File: src/sv/mtcs_pkg.sv
`timescale 1ns / 1ps
// ----------------------------------------------------------------------------
// mtcs_pkg
// Shared types and constants for the coil and discrete-input server.
// ----------------------------------------------------------------------------
package mtcs_pkg;

    // relay bank
    localparam int RELAY_COUNT = 4;
    localparam int RELAY_BITS  = 4;
    localparam logic [RELAY_BITS-1:0] RELAY_MASK =
        RELAY_BITS'(((1 << RELAY_COUNT) - 1) & ((1 << RELAY_BITS) - 1));

    // request header bytes that are ever looked at (0 through 13)
    localparam int HDR_BYTES = 14;
    localparam int CNT_W     = $clog2(HDR_BYTES + 1);
    localparam logic [CNT_W-1:0] CNT_SAT = CNT_W'(HDR_BYTES);
    localparam logic [CNT_W-1:0] CNT_MIN = CNT_W'(6);

    // function codes
    localparam logic [7:0] FC_READ_COILS   = 8'h01;
    localparam logic [7:0] FC_READ_INPUTS  = 8'h02;
    localparam logic [7:0] FC_WRITE_SINGLE = 8'h05;
    localparam logic [7:0] FC_WRITE_MULTI  = 8'h0f;

    // header limits
    localparam logic [15:0] LEN_MAX   = 16'd8;
    localparam logic [15:0] ADDR_MAX  = 16'd3;
    localparam logic [15:0] COUNT_MAX = 16'd4;

    // reply sizes
    localparam int IDX_W = 4;
    localparam logic [IDX_W-1:0] READ_LAST  = IDX_W'(9);
    localparam logic [IDX_W-1:0] WRITE_LAST = IDX_W'(11);
    localparam logic [7:0] READ_REMAIN  = 8'd4;
    localparam logic [7:0] WRITE_REMAIN = 8'd6;
    localparam logic [7:0] READ_BYTES   = 8'd1;

    // command queue depth
    localparam int QUEUE_DEPTH = 2;

    // one classified request, ready to be carried out
    typedef struct packed {
        logic                  is_read;
        logic                  rd_coils;
        logic [7:0]            tid_hi;
        logic [7:0]            tid_lo;
        logic [7:0]            unit;
        logic [7:0]            fc;
        logic [7:0]            b8;
        logic [7:0]            b9;
        logic [7:0]            b10;
        logic [7:0]            b11;
        logic [RELAY_BITS-1:0] wmask;
        logic [RELAY_BITS-1:0] wdata;
    } mtcs_cmd_t;

endpackage

File: src/sv/modbus_tcp_coil_server.sv
`timescale 1ns / 1ps
// ----------------------------------------------------------------------------
// modbus_tcp_coil_server
// Coil and discrete-input server: checks request frames, drives the relays
// and returns replies.
// ----------------------------------------------------------------------------
// Request bytes are taken one per cycle while in_stall is low. On the last
// byte of a frame the header is checked and a good request is queued; the
// queue holds two requests and in_stall rises only while both entries are
// occupied. The back end takes a queued request whenever it is idle,
// applies any relay write at once and then sends the reply at one byte per
// cycle while out_stall is low: 12 bytes for function 5 or 15, 10 bytes for
// function 1 or 2. Bad frames and unknown function codes are dropped
// silently. relay_outputs on every reply byte shows the relay state after
// the request that the reply answers.
module modbus_tcp_coil_server (
    input  logic       clk,
    input  logic       rst_n,
    input  logic       in_valid,
    output logic       in_stall,
    input  logic [7:0] frame_byte,
    input  logic       frame_end,
    input  logic [3:0] input_pins,
    output logic       out_valid,
    input  logic       out_stall,
    output logic [7:0] reply_byte,
    output logic       reply_end,
    output logic [3:0] relay_outputs
);

    logic                push;
    logic                pop;
    logic                queue_full;
    logic                queue_empty;
    mtcs_pkg::mtcs_cmd_t push_cmd;
    mtcs_pkg::mtcs_cmd_t pop_cmd;

    mtcs_front u_front (
        .clk        (clk),
        .rst_n      (rst_n),
        .in_valid   (in_valid),
        .in_stall   (in_stall),
        .frame_byte (frame_byte),
        .frame_end  (frame_end),
        .input_pins (input_pins),
        .queue_full (queue_full),
        .push       (push),
        .push_cmd   (push_cmd)
    );

    mtcs_queue u_queue (
        .clk      (clk),
        .rst_n    (rst_n),
        .push     (push),
        .push_cmd (push_cmd),
        .pop      (pop),
        .pop_cmd  (pop_cmd),
        .full     (queue_full),
        .empty    (queue_empty)
    );

    mtcs_back u_back (
        .clk           (clk),
        .rst_n         (rst_n),
        .queue_empty   (queue_empty),
        .pop_cmd       (pop_cmd),
        .pop           (pop),
        .out_valid     (out_valid),
        .out_stall     (out_stall),
        .reply_byte    (reply_byte),
        .reply_end     (reply_end),
        .relay_outputs (relay_outputs)
    );

endmodule

File: src/sv/mtcs_front.sv
`timescale 1ns / 1ps
// ----------------------------------------------------------------------------
// mtcs_front
// Collects request bytes, checks the header on the last byte and builds
// a command for the back end.
// ----------------------------------------------------------------------------
module mtcs_front (
    input  logic                  clk,
    input  logic                  rst_n,
    input  logic                  in_valid,
    output logic                  in_stall,
    input  logic [7:0]            frame_byte,
    input  logic                  frame_end,
    input  logic [3:0]            input_pins,
    input  logic                  queue_full,
    output logic                  push,
    output mtcs_pkg::mtcs_cmd_t   push_cmd
);

    logic [7:0]                    hdr_reg [mtcs_pkg::HDR_BYTES];
    logic [mtcs_pkg::CNT_W-1:0]    count_reg;
    logic [mtcs_pkg::CNT_W-1:0]    count_next;
    logic [mtcs_pkg::CNT_W-1:0]    count_inc;
    logic [7:0]                    hv [mtcs_pkg::HDR_BYTES];
    logic                          accept;
    logic                          good;
    logic                          fc_known;
    logic [15:0]                   w2;
    logic [15:0]                   len;
    logic [15:0]                   addr;
    logic [15:0]                   val;
    logic [7:0]                    fc;
    logic [1:0]                    a_single;
    logic [1:0]                    a_multi;
    logic [2:0]                    v_multi;
    logic [mtcs_pkg::RELAY_BITS-1:0] m_multi;
    logic [mtcs_pkg::RELAY_BITS-1:0] d_multi;
    logic [2:0]                    j_off;
    mtcs_pkg::mtcs_cmd_t           cmd;

    assign in_stall = queue_full;
    assign accept   = in_valid && !in_stall;

    // header as seen with the current byte merged in
    always_comb
    begin
        for (int i = 0; i < mtcs_pkg::HDR_BYTES; i++)
        begin
            hv[i] = (count_reg == mtcs_pkg::CNT_W'(i)) ? frame_byte : hdr_reg[i];
        end
    end

    assign count_inc = (count_reg == mtcs_pkg::CNT_SAT) ? count_reg
                                                        : count_reg + 1'b1;
    assign count_next = frame_end ? '0 : count_inc;

    assign w2   = {hv[2], hv[3]};
    assign len  = {hv[4], hv[5]};
    assign fc   = hv[7];
    assign addr = {hv[8], hv[9]};
    assign val  = {hv[10], hv[11]};

    assign fc_known = (fc == mtcs_pkg::FC_READ_COILS) || (fc == mtcs_pkg::FC_READ_INPUTS)
                   || (fc == mtcs_pkg::FC_WRITE_SINGLE) || (fc == mtcs_pkg::FC_WRITE_MULTI);

    assign good = (count_inc >= mtcs_pkg::CNT_MIN) && (w2 == 16'd0)
               && (len <= mtcs_pkg::LEN_MAX)
               && ({1'b0, count_inc} >= (5'd6 + len[4:0])) && fc_known;

    assign a_single = addr[1:0];
    assign a_multi  = (addr > mtcs_pkg::ADDR_MAX) ? 2'd3 : addr[1:0];
    assign v_multi  = (val > mtcs_pkg::COUNT_MAX) ? 3'd4 : val[2:0];

    // multiple write: relay k takes data bit k - addr when inside the count
    always_comb
    begin
        m_multi = '0;
        d_multi = '0;
        j_off   = '0;
        for (int k = 0; k < mtcs_pkg::RELAY_BITS; k++)
        begin
            j_off = 3'(k) - {1'b0, a_multi};
            if ((3'(k) >= {1'b0, a_multi}) && (j_off < v_multi))
            begin
                m_multi[k] = 1'b1;
                d_multi[k] = hv[13][j_off[1:0]];
            end
        end
    end

    always_comb
    begin
        cmd          = '0;
        cmd.tid_hi   = hv[0];
        cmd.tid_lo   = hv[1];
        cmd.unit     = hv[6];
        cmd.fc       = fc;
        unique case (fc)
            mtcs_pkg::FC_WRITE_SINGLE:
            begin
                cmd.b9    = {6'd0, a_single};
                cmd.b10   = hv[10];
                cmd.b11   = hv[11];
                cmd.wmask = (mtcs_pkg::RELAY_BITS'(1) << a_single) & mtcs_pkg::RELAY_MASK;
                cmd.wdata = (val != 16'd0) ? '1 : '0;
            end
            mtcs_pkg::FC_WRITE_MULTI:
            begin
                cmd.b9    = {6'd0, a_multi};
                cmd.b11   = {5'd0, v_multi};
                cmd.wmask = m_multi & mtcs_pkg::RELAY_MASK;
                cmd.wdata = d_multi;
            end
            mtcs_pkg::FC_READ_COILS:
            begin
                cmd.is_read  = 1'b1;
                cmd.rd_coils = 1'b1;
                cmd.b8       = mtcs_pkg::READ_BYTES;
            end
            mtcs_pkg::FC_READ_INPUTS:
            begin
                cmd.is_read = 1'b1;
                cmd.b8      = mtcs_pkg::READ_BYTES;
                cmd.b9      = {4'd0, input_pins};
            end
            default:
            begin
                cmd.b8 = '0;
            end
        endcase
    end

    assign push     = accept && frame_end && good;
    assign push_cmd = cmd;

    always_ff @(posedge clk or negedge rst_n)
    begin
        if (!rst_n)
        begin
            count_reg <= '0;
        end
        else if (accept)
        begin
            count_reg <= count_next;
        end
    end

    // header store, no reset
    always_ff @(posedge clk)
    begin
        if (accept && (count_reg < mtcs_pkg::CNT_SAT))
        begin
            hdr_reg[count_reg] <= frame_byte;
        end
    end

endmodule

File: src/sv/mtcs_queue.sv
`timescale 1ns / 1ps
// ----------------------------------------------------------------------------
// mtcs_queue
// Short command queue between the front and back ends.
// ----------------------------------------------------------------------------
module mtcs_queue (
    input  logic                clk,
    input  logic                rst_n,
    input  logic                push,
    input  mtcs_pkg::mtcs_cmd_t push_cmd,
    input  logic                pop,
    output mtcs_pkg::mtcs_cmd_t pop_cmd,
    output logic                full,
    output logic                empty
);

    localparam int PTR_W = (mtcs_pkg::QUEUE_DEPTH > 1) ? $clog2(mtcs_pkg::QUEUE_DEPTH) : 1;
    localparam int LVL_W = $clog2(mtcs_pkg::QUEUE_DEPTH + 1);

    mtcs_pkg::mtcs_cmd_t entry_reg [mtcs_pkg::QUEUE_DEPTH];
    logic [PTR_W-1:0]    wr_ptr_reg;
    logic [PTR_W-1:0]    rd_ptr_reg;
    logic [LVL_W-1:0]    level_reg;
    logic                do_push;
    logic                do_pop;

    assign full    = (level_reg == LVL_W'(mtcs_pkg::QUEUE_DEPTH));
    assign empty   = (level_reg == '0);
    assign do_push = push && !full;
    assign do_pop  = pop && !empty;
    assign pop_cmd = entry_reg[rd_ptr_reg];

    always_ff @(posedge clk or negedge rst_n)
    begin
        if (!rst_n)
        begin
            wr_ptr_reg <= '0;
            rd_ptr_reg <= '0;
            level_reg  <= '0;
        end
        else
        begin
            if (do_push)
            begin
                wr_ptr_reg <= (wr_ptr_reg == PTR_W'(mtcs_pkg::QUEUE_DEPTH - 1))
                            ? '0 : wr_ptr_reg + 1'b1;
            end
            if (do_pop)
            begin
                rd_ptr_reg <= (rd_ptr_reg == PTR_W'(mtcs_pkg::QUEUE_DEPTH - 1))
                            ? '0 : rd_ptr_reg + 1'b1;
            end
            if (do_push && !do_pop)
            begin
                level_reg <= level_reg + 1'b1;
            end
            else if (do_pop && !do_push)
            begin
                level_reg <= level_reg - 1'b1;
            end
        end
    end

    always_ff @(posedge clk)
    begin
        if (do_push)
        begin
            entry_reg[wr_ptr_reg] <= push_cmd;
        end
    end

endmodule

File: src/sv/mtcs_back.sv
`timescale 1ns / 1ps
// ----------------------------------------------------------------------------
// mtcs_back
// Carries out queued commands: updates the relays and sends the reply
// one byte per transfer.
// ----------------------------------------------------------------------------
module mtcs_back (
    input  logic                clk,
    input  logic                rst_n,
    input  logic                queue_empty,
    input  mtcs_pkg::mtcs_cmd_t pop_cmd,
    output logic                pop,
    output logic                out_valid,
    input  logic                out_stall,
    output logic [7:0]          reply_byte,
    output logic                reply_end,
    output logic [3:0]          relay_outputs
);

    mtcs_pkg::mtcs_cmd_t             cur_reg;
    logic                            busy_reg;
    logic [mtcs_pkg::IDX_W-1:0]      idx_reg;
    logic [mtcs_pkg::RELAY_BITS-1:0] coil_state_reg;
    logic [mtcs_pkg::RELAY_BITS-1:0] coil_state_next;
    logic                            out_valid_reg;
    logic [7:0]                      byte_reg;
    logic                            end_reg;
    logic [3:0]                      relay_out_reg;
    logic                            load;
    logic                            last;
    logic [7:0]                      byte_sel;

    assign load = !out_valid_reg || !out_stall;
    assign pop  = !busy_reg && !queue_empty;
    assign last = (idx_reg == (cur_reg.is_read ? mtcs_pkg::READ_LAST
                                               : mtcs_pkg::WRITE_LAST));
    assign coil_state_next = (coil_state_reg & ~pop_cmd.wmask)
                           | (pop_cmd.wdata & pop_cmd.wmask);

    always_comb
    begin
        case (idx_reg)
            4'd0:    byte_sel = cur_reg.tid_hi;
            4'd1:    byte_sel = cur_reg.tid_lo;
            4'd5:    byte_sel = cur_reg.is_read ? mtcs_pkg::READ_REMAIN
                                                : mtcs_pkg::WRITE_REMAIN;
            4'd6:    byte_sel = cur_reg.unit;
            4'd7:    byte_sel = cur_reg.fc;
            4'd8:    byte_sel = cur_reg.b8;
            4'd9:    byte_sel = cur_reg.rd_coils ? {4'd0, coil_state_reg} : cur_reg.b9;
            4'd10:   byte_sel = cur_reg.b10;
            4'd11:   byte_sel = cur_reg.b11;
            default: byte_sel = 8'd0;
        endcase
    end

    always_ff @(posedge clk or negedge rst_n)
    begin
        if (!rst_n)
        begin
            busy_reg       <= 1'b0;
            idx_reg        <= '0;
            coil_state_reg <= '0;
            out_valid_reg  <= 1'b0;
        end
        else
        begin
            if (pop)
            begin
                busy_reg       <= 1'b1;
                idx_reg        <= '0;
                coil_state_reg <= coil_state_next;
            end
            else if (busy_reg && load)
            begin
                idx_reg <= idx_reg + 1'b1;
                if (last)
                begin
                    busy_reg <= 1'b0;
                end
            end
            if (load)
            begin
                out_valid_reg <= busy_reg;
            end
        end
    end

    // command and reply payload, no reset
    always_ff @(posedge clk)
    begin
        if (pop)
        begin
            cur_reg <= pop_cmd;
        end
        if (busy_reg && load)
        begin
            byte_reg      <= byte_sel;
            end_reg       <= last;
            relay_out_reg <= coil_state_reg;
        end
    end

    assign out_valid     = out_valid_reg;
    assign reply_byte    = byte_reg;
    assign reply_end     = end_reg;
    assign relay_outputs = relay_out_reg;

endmodule

File: config.mk
export PLATFORM = sky130hd
export DESIGN_NAME = modbus_tcp_coil_server
export DESIGN_NICKNAME = d
export VERILOG_FILES = /design/src/sv/mtcs_pkg.sv /design/src/sv/modbus_tcp_coil_server.sv /design/src/sv/mtcs_front.sv /design/src/sv/mtcs_queue.sv /design/src/sv/mtcs_back.sv
export SDC_FILE = /design/constraint.sdc
export NUM_CORES = 1
export LEC_CHECK = 0
export BUFFER_PORTS_ARGS = -buffer_cell sky130_fd_sc_hd__buf_2
export CAP_MARGIN = 10
export CORE_UTILIZATION = 35
export CTS_CLUSTER_SIZE = 16
export DETAILED_ROUTE_END_ITERATION = 10
export GPL_ROUTABILITY_DRIVEN = 0
export HOLD_SLACK_MARGIN = 0.08
export SETUP_SLACK_MARGIN = 0.3
export SKIP_LAST_GASP = 1
export SYNTH_ARGS = -nofsm -noshare
export SYNTH_HDL_FRONTEND = slang
export SYNTH_SLANG_ARGS = --single-unit
File: constraint.sdc
create_clock -name clk -period 6 [get_ports clk]
set_input_delay 0.6 -clock clk [delete_from_list [all_inputs] [get_ports clk]]
set_output_delay 0.6 -clock clk [all_outputs]
set_load 0.02 [all_outputs]
==> flow_summary.yaml <==
outcome:
  outcome: "finished with violations"
  violations: "DRC"
min_path:
  whs_path_depth: 2
  min_from: "out_stall"
  min_path_type: "in2reg"
  hold_end: "u_back.out_valid"
sta:
  fin_crit_sh_pct: 75.8
  setup_viol: 0
  maxSlewViolCount: 0
  period_minus_slack_ns: 4.55
  hold_viol_final: 0
  tightest_slew_ns: 0.924
  tns_ns: 0
  relSlewSlack_pct: 38.3
  clock.fmax_mhz: 220
  skew_ns: 0.00923
  rsz0062_at_grt: "no"
synth:
  syn_area_um2: 12800
  async_flop_share_pct: 5.83
  syn-num-nets: 827
  synth_edf_count: 291
  seq_area_frac_synth_pct: 72.0
  synth_cells: 788
  synthTopCellsByArea: "edfxtp_1 (68%), mux2_2 (7.9%), mux2i_1 (3.7%), dfrtp_1 (3.5%), ha_1 (2.2%)"
  synth_seq_cells: 309
  synth_area_per_cell_um2: 16.2
  synth_top_area_cell: "edfxtp_1"
  synth.distinct_cells: 61
  synth_top_area_share_pct: 68.5
  yosysWarnings: 0
  synth-main-ff-cell: "edfxtp_1"
clocking:
  clk_pin_slew_worst_paths_ns: 0.06
  clkLatencyLatePin_ns: 0.56
  cts_sinks: 309
  cts_made_buffers: 31
  cts_tree: "yes"
  ctsRootBufferMaster: "clkbuf_16"
  clockBufferDepth: 3
  cts_resized: 0
  htreeDepth: 1
placed_design:
  dp_hpwl_um: 16500
  port_buffers: 31
  post_dp_cell_area_um2: 13400
route:
  firstDrtPassIters: 9
  num_vias: 6603
  drc: 8
  viasPerCell: 5.04
  totalWireLength_um: 25400
  ant_nets: 0
  drt_iter0_drc: 502
  routedWlPerCell_um: 19.4
floorplan:
  io_pins: 32
  start_util_pct: 35.7
  rows: 69
  dieArea_um2: 37200
  dieWidth_um: 193
  design.core.area_um2: 35700
  fp.dieH_um: 193
grt:
  grt_pass1_vias: 6593
  antenna_found_initial: 0
  grt_use_total_pct: 14.0
  grt.overflow.total: 0
  grt_pass1_wl_um: 39400
  grt_max_degree: 64
worst_setup_path:
  startpoint_type: "flop"
  critical_path_peak_fanout: 52
  reg2reg_depth: 9
  r2r_slack_ns: 1.45
  arrival_ns: 4.74
  critPathKind: "reg2reg"
  required_ns: 6.19
  cp-startpoint: "u_front.count_reg[0]"
  cp-end-kind: "flop"
  worstReg2RegStart: "u_front.count_reg[0]"
  reg2reg_to: "u_queue.entry_reg[0][55]"
cells_and_area:
  layout-area-overhead-vs-synth_pct: 13.0
  diodes: 0
  largest_register_ffs: 124
  nNetsFinal: 865
  fin_area_um2: 14400
  multi_input_area_um2: 3370
  regArea_um2: 9190
  nFillCells: 3263
  layout-drive-gt1-share_pct: 21.4
power:
  p_leak_nw: 4.92
  ir_worst_vdd_mv: 0.242
  powerDensity_nw_per_um2: 380
run:
  max-cap-violations: 0
==> cell type report <==
cell class | instances | area share, %
Clock inverter | 8 | 0.625
Inverter | 18 | 0.469
Clock buffer | 49 | 6.13
Sequential cell | 309 | 63.8
Multi-Input combinational cell | 425 | 23.4
Tap cell | 461 | 4.00
Timing Repair Buffer | 41 | 1.61
==> worst max path at each step <==
stage / cells past startpoint / slack, ns / endpoint
detailed placement: 9 / 1.51 / u_queue.entry_reg[0][39]
global route: 9 / 1.03 / u_queue.entry_reg[0][55]
finish: 9 / 1.45 / u_queue.entry_reg[0][55]
floorplan: 10 / 0.35 / u_queue.entry_reg[0][0]
global placement: 9 / 1.68 / u_queue.entry_reg[0][40]
CTS: 9 / 1.47 / u_queue.entry_reg[0][38]
==> per-layer routing <==
layer	part of all wire [%]	global-route usage (%)
met5	0	0
met2	43	20.6
met1	51	21.4
met4	2.6	3.79
met3	4.3	2.40
==> where the power goes <==
part | total (mW) | internal (mW) | switching [mW]
logic | 0.963 | 0.387 | 0.576
clock network | 1.85 | 1.09 | 0.765
registers | 2.66 | 2.56 | 0.102
total | 5.48 | 4.04 | 1.44
==> per-stage QoR <==
stage / setup WS (ns) / hold WS (ns) / cells / utilization [%] / total power [mW]
global placement: 1.68 / 0.480 / 1253 / 37.6 / 3.67
floorplan: 0.348 / 0.304 / 788 / - / 3.36
CTS: 1.47 / 0.248 / 1311 / 40.3 / 5.52
finish: 1.45 / 0.273 / 1311 / 40.3 / 5.48
global route: 1.03 / 0.267 / 1311 / 40.3 / 5.70
detailed placement: 1.51 / 0.493 / 1253 / 37.6 / 3.67
==> Yosys cell counts (3+ instances only) <==
| cell | count |
|---|---|
| buf_1 | 3 |
| inv_1 | 18 |
| clkbuf_1 | 31 |
| a22o_1 | 10 |
| and3_1 | 4 |
| o22ai_1 | 3 |
| o31ai_1 | 6 |
| nor3_1 | 5 |
| nand2_1 | 32 |
| and2_1 | 4 |
| a21o_1 | 3 |
| nor2b_1 | 6 |
| o21ai_0 | 28 |
| mux2i_1 | 47 |
| nand2b_1 | 7 |
| xnor2_1 | 4 |
| nor4_1 | 16 |
| xor2_1 | 8 |
| a21oi_1 | 10 |
| nand3b_1 | 9 |
| edfxtp_1 | 291 |
| ha_1 | 22 |
| a32oi_1 | 6 |
| a31oi_1 | 4 |
| nor2_1 | 49 |
| a22oi_1 | 6 |
| dfrtp_1 | 18 |
| mux2_2 | 89 |
| nand3_1 | 7 |
==> cells by family (layout without fill, tap and decap cells) <==
| kind of cell | Yosys count | in the layout | synth area share, % |
|---|---|---|---|
| flip-flops | 309 | 309 | 72.0 |
| AND/OR/NAND/NOR | 153 | 153 | 6.07 |
| multiplexers | 136 | 136 | 11.5 |
| AO/OA/AOI/OAI | 102 | 102 | 5.72 |
| buffers and inverters | 54 | 116 | 1.66 |
| adder cells (fa/ha/maj) | 22 | 22 | 2.16 |
| XOR/XNOR | 12 | 12 | 0.824 |
==> critical path, cell delays in order, from the launching register on <==
cell,delay [ns]
dfrtp_1,0.44
ha_1,0.34
nand3b_1,0.52
mux2_2,0.50
nand3b_1,0.20
a21oi_1,0.24
o21ai_0,0.12
nor4_1,0.63
nor2b_4,0.47
buf_4,0.63
==> timing repair <==
action,4_1_cts,5_1_grt
hold buffers,1,0
setup buffers,0,0
endpoints found under the hold margin,18,0
==> layout by cell type, fill, tap and decap left out, types with 4 or more instances in the layout <==
cell type,count
buf_2,31
a31oi_1,4
a32oi_1,6
nand2b_1,7
xnor2_1,4
inv_1,17
edfxtp_1,291
buf_4,9
clkbuf_8,4
clkbuf_16,31
a22o_1,10
nand2_1,32
nor2b_1,5
mux2_2,89
nor4_1,16
a21oi_1,10
ha_1,22
clkbuf_1,14
and3_1,4
a22oi_1,6
nor2_1,49
nand3_1,7
o21ai_0,28
dfrtp_1,17
nor3_1,5
mux2i_1,47
nand3b_1,9
o31ai_1,6
xor2_1,8
(Power assumes the default switching activity.)
